### config.mk
export PLATFORM = sky130hd
export DESIGN_NAME = message_interval_monitor
export DESIGN_NICKNAME = d
export VERILOG_FILES = /design/src/rtl/mim_pkg.sv /design/src/rtl/message_interval_monitor.sv /design/src/rtl/mim_entry_ram.sv
export SDC_FILE = /design/constraint.sdc
export NUM_CORES = 2
export LEC_CHECK = 0
export ABC_AREA = 1
export BUFFER_PORTS_ARGS = -buffer_cell sky130_fd_sc_hd__buf_2
export CORE_UTILIZATION = 40
export CTS_CLUSTER_DIAMETER = 50
export DETAILED_ROUTE_END_ITERATION = 16
export GPL_TIMING_DRIVEN = 1
export SYNTH_ARGS = -nofsm -noshare
export SYNTH_HDL_FRONTEND = slang
export SYNTH_SLANG_ARGS = --single-unit
### constraint.sdc
create_clock -name i_clk -period 29.2 [get_ports i_clk]
set_clock_uncertainty 0.1 [all_clocks]
set_input_delay 2.92 -clock i_clk [delete_from_list [all_inputs] [get_ports i_clk]]
set_output_delay 2.92 -clock i_clk [all_outputs]
set_load 0.02 [all_outputs]
### src/rtl/mim_pkg.sv
package mim_pkg;

    // Table geometry
    localparam int unsigned ENTRIES = 16;
    localparam int unsigned IDX_W   = (ENTRIES > 1) ? $clog2(ENTRIES) : 1;
    localparam int unsigned EXT_W   = (IDX_W > 4) ? IDX_W : 4;

    // Field widths
    localparam int unsigned ID_W   = 29;
    localparam int unsigned TS_W   = 32;
    localparam int unsigned CNT_W  = 32;
    localparam int unsigned ANOM_W = 16;

    // Reset value of every shortest interval
    localparam logic [TS_W-1:0] MIN_GAP_RESET = 32'd99999;

    // Configuration register indexes
    localparam int unsigned CFG_IDX_W = 2;
    localparam logic [CFG_IDX_W-1:0] CFG_ID_FIRST     = 2'd0;
    localparam logic [CFG_IDX_W-1:0] CFG_ID_LAST      = 2'd1;
    localparam logic [CFG_IDX_W-1:0] CFG_INTERVAL_MIN = 2'd2;
    localparam logic [CFG_IDX_W-1:0] CFG_INTERVAL_MAX = 2'd3;

    // One table entry as stored in the memory
    typedef struct packed {
        logic [TS_W-1:0]   last_arrival;
        logic [CNT_W-1:0]  arrivals;
        logic [ANOM_W-1:0] anomalies;
        logic [TS_W-1:0]   max_gap;
        logic [TS_W-1:0]   min_gap;
    } t_entry;

    // Write request toward the entry memory
    typedef struct packed {
        logic             en;
        logic [IDX_W-1:0] addr;
        t_entry           data;
    } t_ram_wr;

    typedef enum logic [0:0] {
        ST_IDLE,
        ST_CALC
    } t_state;

endpackage

### src/rtl/message_interval_monitor.sv
// Message interval monitor.
// Input channel (i_in_valid / o_in_ready) carries one received message: an
// identifier and its arrival timestamp. Identifiers from id_first up to
// id_last, and fewer than ENTRIES past id_first, select one table entry.
// The entry is read, updated (count, interval, anomaly, shortest/longest
// interval, last arrival) and written back; one result item per message goes
// out on o_out_valid / i_out_ready. Messages outside the window give a result
// of all zeros and leave the table alone.
// Each item is accepted in ST_IDLE, where the entry address is presented to
// the memory; the update state ST_CALC that follows consumes the registered
// read data, writes the entry back and loads the output register. A new item
// is accepted only once the previous one has left ST_CALC.
// o_out_valid is registered and rises when ST_CALC completes.
// A new item is accepted while a result still waits in the output register;
// if the receiver stalls, the second item holds in its update cycle until the
// output register frees up.
// Reset (synchronous, active low) restores the configuration registers and
// marks every entry as never seen through per-entry valid bits, so no
// clearing pass is needed and the block accepts items right after reset.
// Configuration is written through i_cfg_we / i_cfg_index / i_cfg_data.
module message_interval_monitor (
    input  logic                            i_clk,
    input  logic                            i_rst_n,
    // configuration
    input  logic                            i_cfg_we,
    input  logic [mim_pkg::CFG_IDX_W-1:0]   i_cfg_index,
    input  logic [31:0]                     i_cfg_data,
    // input channel
    input  logic                            i_in_valid,
    output logic                            o_in_ready,
    input  logic [mim_pkg::ID_W-1:0]        i_msg_id,
    input  logic [mim_pkg::TS_W-1:0]        i_arrival_time,
    // output channel
    output logic                            o_out_valid,
    input  logic                            i_out_ready,
    output logic                            o_in_window,
    output logic [3:0]                      o_entry_index,
    output logic                            o_had_previous,
    output logic [mim_pkg::TS_W-1:0]        o_interval,
    output logic                            o_is_anomaly,
    output logic [mim_pkg::CNT_W-1:0]       o_message_count,
    output logic [mim_pkg::ANOM_W-1:0]      o_anomaly_count,
    output logic [mim_pkg::TS_W-1:0]        o_shortest_interval,
    output logic [mim_pkg::TS_W-1:0]        o_longest_interval
);

    // Configuration registers
    logic [mim_pkg::ID_W-1:0] r_id_first;
    logic [mim_pkg::ID_W-1:0] r_id_last;
    logic [mim_pkg::TS_W-1:0] r_interval_min;
    logic [mim_pkg::TS_W-1:0] r_interval_max;

    always_ff @(posedge i_clk) begin
        if (!i_rst_n) begin
            r_id_first     <= '0;
            r_id_last      <= 29'd15;
            r_interval_min <= '0;
            r_interval_max <= '1;
        end else if (i_cfg_we) begin
            unique case (i_cfg_index)
                mim_pkg::CFG_ID_FIRST:     r_id_first     <= i_cfg_data[mim_pkg::ID_W-1:0];
                mim_pkg::CFG_ID_LAST:      r_id_last      <= i_cfg_data[mim_pkg::ID_W-1:0];
                mim_pkg::CFG_INTERVAL_MIN: r_interval_min <= i_cfg_data;
                mim_pkg::CFG_INTERVAL_MAX: r_interval_max <= i_cfg_data;
                default: ;
            endcase
        end
    end

    // Control
    mim_pkg::t_state r_state;
    mim_pkg::t_state n_state;
    logic            r_out_valid;
    logic            in_accept;
    logic            out_free;
    logic            calc_done;

    assign in_accept = i_in_valid && o_in_ready;
    assign out_free  = !r_out_valid || i_out_ready;

    // Next state
    always_comb begin
        n_state = r_state;
        unique case (r_state)
            mim_pkg::ST_IDLE: if (i_in_valid) n_state = mim_pkg::ST_CALC;
            mim_pkg::ST_CALC: if (out_free)   n_state = mim_pkg::ST_IDLE;
            default:          n_state = mim_pkg::ST_IDLE;
        endcase
    end

    // State outputs
    always_comb begin
        o_in_ready = 1'b0;
        calc_done  = 1'b0;
        unique case (r_state)
            mim_pkg::ST_IDLE: o_in_ready = 1'b1;
            mim_pkg::ST_CALC: calc_done  = out_free;
            default: ;
        endcase
    end

    always_ff @(posedge i_clk) begin
        if (!i_rst_n) begin
            r_state <= mim_pkg::ST_IDLE;
        end else begin
            r_state <= n_state;
        end
    end

    // Window check on the incoming identifier
    logic [mim_pkg::ID_W-1:0] id_off;
    logic                     id_hit;

    assign id_off = i_msg_id - r_id_first;
    assign id_hit = (i_msg_id >= r_id_first) && (i_msg_id <= r_id_last)
                    && (id_off < mim_pkg::ID_W'(mim_pkg::ENTRIES));

    // Capture the accepted item
    logic                      r_hit;
    logic [mim_pkg::IDX_W-1:0] r_idx;
    logic [mim_pkg::TS_W-1:0]  r_ts;

    always_ff @(posedge i_clk) begin
        if (in_accept) begin
            r_hit <= id_hit;
            r_idx <= id_off[mim_pkg::IDX_W-1:0];
            r_ts  <= i_arrival_time;
        end
    end

    // Entry memory and valid bits
    mim_pkg::t_entry           rd_data;
    mim_pkg::t_ram_wr          ram_wr;
    logic [mim_pkg::ENTRIES-1:0] r_valid;

    mim_entry_ram u_ram (
        .i_clk     (i_clk),
        .i_rd_en   (in_accept),
        .i_rd_addr (id_off[mim_pkg::IDX_W-1:0]),
        .o_rd_data (rd_data),
        .i_wr      (ram_wr)
    );

    // Update the selected entry
    mim_pkg::t_entry          cur;
    mim_pkg::t_entry          upd;
    logic                     prev;
    logic [mim_pkg::TS_W-1:0] gap;
    logic                     anom;

    always_comb begin
        if (r_valid[r_idx]) begin
            cur = rd_data;
        end else begin
            cur              = '0;
            cur.min_gap      = mim_pkg::MIN_GAP_RESET;
        end
        prev = (cur.last_arrival != '0);
        gap  = prev ? (r_ts - cur.last_arrival) : '0;
        anom = prev && ((gap > r_interval_max) || (gap < r_interval_min));

        upd              = cur;
        upd.last_arrival = r_ts;
        upd.arrivals     = cur.arrivals + 1'b1;
        upd.anomalies    = cur.anomalies + mim_pkg::ANOM_W'(anom);
        if (prev && (gap > cur.max_gap)) upd.max_gap = gap;
        if (prev && (gap < cur.min_gap)) upd.min_gap = gap;
    end

    always_comb begin
        ram_wr.en   = calc_done && r_hit;
        ram_wr.addr = r_idx;
        ram_wr.data = upd;
    end

    always_ff @(posedge i_clk) begin
        if (!i_rst_n) begin
            r_valid <= '0;
        end else if (ram_wr.en) begin
            r_valid[ram_wr.addr] <= 1'b1;
        end
    end

    // Output register
    logic [mim_pkg::EXT_W-1:0] idx_ext;
    assign idx_ext = mim_pkg::EXT_W'(r_idx);

    always_ff @(posedge i_clk) begin
        if (!i_rst_n) begin
            r_out_valid <= 1'b0;
        end else if (calc_done) begin
            r_out_valid <= 1'b1;
        end else if (i_out_ready) begin
            r_out_valid <= 1'b0;
        end
    end

    always_ff @(posedge i_clk) begin
        if (calc_done) begin
            o_in_window         <= r_hit;
            o_entry_index       <= r_hit ? idx_ext[3:0] : 4'd0;
            o_had_previous      <= r_hit && prev;
            o_interval          <= r_hit ? gap : '0;
            o_is_anomaly        <= r_hit && anom;
            o_message_count     <= r_hit ? upd.arrivals : '0;
            o_anomaly_count     <= r_hit ? upd.anomalies : '0;
            o_shortest_interval <= r_hit ? upd.min_gap : '0;
            o_longest_interval  <= r_hit ? upd.max_gap : '0;
        end
    end

    assign o_out_valid = r_out_valid;

    // Checks
    a_wr_only_in_calc: assert property (@(posedge i_clk) disable iff (!i_rst_n)
        ram_wr.en |-> (r_state == mim_pkg::ST_CALC) && r_hit)
        else $error("entry written outside update cycle or for a miss");

    a_calc_holds_on_stall: assert property (@(posedge i_clk) disable iff (!i_rst_n)
        (r_state == mim_pkg::ST_CALC && r_out_valid && !i_out_ready)
        |=> (r_state == mim_pkg::ST_CALC))
        else $error("update left while output register was full");

    a_accept_starts_calc: assert property (@(posedge i_clk) disable iff (!i_rst_n)
        in_accept |=> (r_state == mim_pkg::ST_CALC))
        else $error("accepted item did not enter update cycle");

    a_out_rise_from_calc: assert property (@(posedge i_clk) disable iff (!i_rst_n)
        $rose(r_out_valid) |-> $past(r_state == mim_pkg::ST_CALC))
        else $error("result appeared without an update cycle");

endmodule

### src/rtl/mim_entry_ram.sv
module mim_entry_ram (
    input  logic                        i_clk,
    input  logic                        i_rd_en,
    input  logic [mim_pkg::IDX_W-1:0]   i_rd_addr,
    output mim_pkg::t_entry             o_rd_data,
    input  mim_pkg::t_ram_wr            i_wr
);

    mim_pkg::t_entry r_mem [mim_pkg::ENTRIES];
    mim_pkg::t_entry r_rd_data;

    // Write one entry
    always_ff @(posedge i_clk) begin
        if (i_wr.en) begin
            r_mem[i_wr.addr] <= i_wr.data;
        end
    end

    // Registered read, held while not enabled
    always_ff @(posedge i_clk) begin
        if (i_rd_en) begin
            r_rd_data <= r_mem[i_rd_addr];
        end
    end

    assign o_rd_data = r_rd_data;

endmodule

==> flow_summary.ini <==
[clocking]
path_clk_slew_ns = 0.06
clockBufferDepth = 4
clock_latency_ns = 0.94
root_buffer = clkbuf_16
cts_buffers = 329
cts_resized = 0
postCtsSetupBuffers = 0
cts_tree = done
ctsHoldBuffers = 0
h-tree-depth = 5
clock_sinks = 2776

[setup_path]
cp.required_ns = 29.66
critPathKind = register to register
crit_start = idx_ext[0]
startpoint_type = register
crit_arrival_ns = 10.37
worstPathMaxFanout = 32
crit_top_cell = nand2_1
r2r_start = idx_ext[0]
worst_path_largest_cell_delay_ns = 0.93
critPathSlowestCell = xor2_1
cp-end-kind = register

[pwr]
vdd_drop_max_mv = 0.0502
power_density_nw_per_um2 = 73.5
cellLeakagePower_uw = 0.0446

[yosys]
ys.warnings.count = 0
synthTopCellsByArea = edfxtp_1 (69%), o21ai_0 (6.6%), nor2_1 (5.2%)
synth_top_area_frac = 0.694
netlist_instances = 9126
ys_ff_latch = 2776
syn-cell-area_um2 = 114000
postSynth.asyncResetShare = 0
syn-num-nets = 9446
synth_cell_types = 67
ys.flop_type = edfxtp_1
yosysSeqAreaShare = 0.719
yosys-top-cells-count = edfxtp_1 (2636), nor2_1 (1589), o21ai_0 (1505)
synth_edf_count = 2636
avgSynthCellArea_um2 = 12.5
synth_most_common_cell = edfxtp_1
synth_top_area_cell = edfxtp_1

[cells_and_area]
fin_cells = 13311
fillers = 24945
seqCellArea_um2 = 82000
multiInputGateArea_um2 = 28400
fin_nets = 9610
drive_gt1_frac = 0.108
syn_to_final_growth_pct = 14.2

[outcome]
status = complete, no violations

[timing]
fin_ws_ns = 19.29
tns_ns = 0
period_minus_slack_ns = 9.91
timing.final.crit_share = 0.340
setup_viol = 0
hold_viol = 0
finalMaxSlewViolations = 0
max-slew-margin-rel = 0.135
fmax_mhz = 101
worst_pin_slew_ns = 1.29
rsz0062_at_grt = no

[drt]
remaining_drc_errors = 0
totalWireLength_mm = 363
dr_total_vias = 77182
ant_nets = 0
viasPerCell = 5.80
drt-wirelength-per-cell_um = 27.3
dr.pass1.iters = 6
drt_iter0_drc = 9549

[floorplanning]
dieArea_um2 = 287000
core_um2 = 283000
rows = 195
ios = 253
die_height_um = 536
die_w_um = 536
start_util = 0.403

[hold_path]
hold_class = register to register
hp-start = r_id_last[16]

[place]
gp_congestion = 0.902
numPortBuffers = 252
pre_cts_slack_ns = 19.35
place_inst = 12702
dp_hpwl_mm = 205

[grt]
grt_pass1_wl_mm = 519
grt_usage = 0.246
antenna_found_initial = 26
grt_pass1_vias = 73855
grt_max_degree = 204
overflow = 0

[flow_run]
drv_cap = 0
## state kept, by name, summed over array words and instances (netlist names)
name	flops
r_id_last	29
r_state	1
o_out_valid	1
o_is_anomaly	1
r_interval_max	32
o_entry_index	4
r_interval_min	32
o_in_window	1
o_message_count	32
o_had_previous	1
r_hit	1
o_longest_interval	32
o_interval	32
o_anomaly_count	16
o_shortest_interval	32
r_valid	16
u_ram.o_rd_data	144
r_id_first	29
u_ram.r_mem	2304
idx_ext	4
r_ts	32
## layer usage
layer  wire (um)  GRT usage
met3       29600     0.0342
met4       13600     0.0901
met2      170000      0.396
met5          83          0
met1      150000      0.340
## kinds of logic after synthesis
logic type | after synthesis | share of synthesized area
AOI/OAI and AO/OA | 2585 | 0.129
xor gates and xnor gates | 58 | 0.00452
adders and majority gates | 220 | 0.0243
buffers and inverters | 1000 | 0.0336
DFF | 2776 | 0.719
muxes | 24 | 0.00211
and+or+nand+nor | 2463 | 0.0878
## power by group
group	internal [uW]	total (uW)	switching (uW)
clock network	2370	4080	1710
logic	257	969	712
registers	4450	4510	62.5
## cells in the final DEF, fill, tap and decap left out, types with 46 or more instances in the layout
cell type,n
a21oi_1,294
buf_2,252
buf_4,138
clkbuf_16,333
clkinv_1,48
clkinv_2,52
dfxtp_1,140
edfxtp_1,2636
ha_1,217
inv_1,398
nand2_1,529
nand3_1,180
nor2_1,1571
o211ai_1,46
o21ai_0,1505
o221ai_1,236
o22ai_1,415
## final timing paths
path	endpoint	slack [ns]	depth (start not counted)
worst min-delay path	r_id_last[16]	0.36	2
worst max register to register	u_ram.r_mem[15][78]	19.29	47
worst min register to register	r_id_last[16]	0.36	2
worst max-delay path	u_ram.r_mem[15][78]	19.29	47
## stage by stage
stage / util / instance area, um^2 / power (uW) / hold slack, ns
floorplan: - / 114000 / 5180 / 0.324
global placement: 0.422 / 119000 / 5540 / 0.340
detailed placement: 0.422 / 119000 / 5550 / 0.351
CTS: 0.460 / 130000 / 9600 / 0.360
global route: 0.460 / 130000 / 9850 / 0.369
finish: 0.460 / 130000 / 9560 / 0.360
## cell type report
type                       count  area share
sequential                  2776       0.630
multi-input combinational   5350       0.218
clock buffer                 380      0.0656
tap                         3743      0.0360
timing repair buffer         402      0.0195
clock inverter               218      0.0178
inverter                     431      0.0128
antenna                       11    0.000211
## critical path: cells and delay by family (launching register included)
kind            cells  cell delay, ns
xor+xnor            2            1.08
buf+inv             7            1.03
simple gates       23            2.90
fa+ha+maj           5            1.60
flops               1            0.58
compound gates     10            2.25
(Power assumes the default switching activity.)
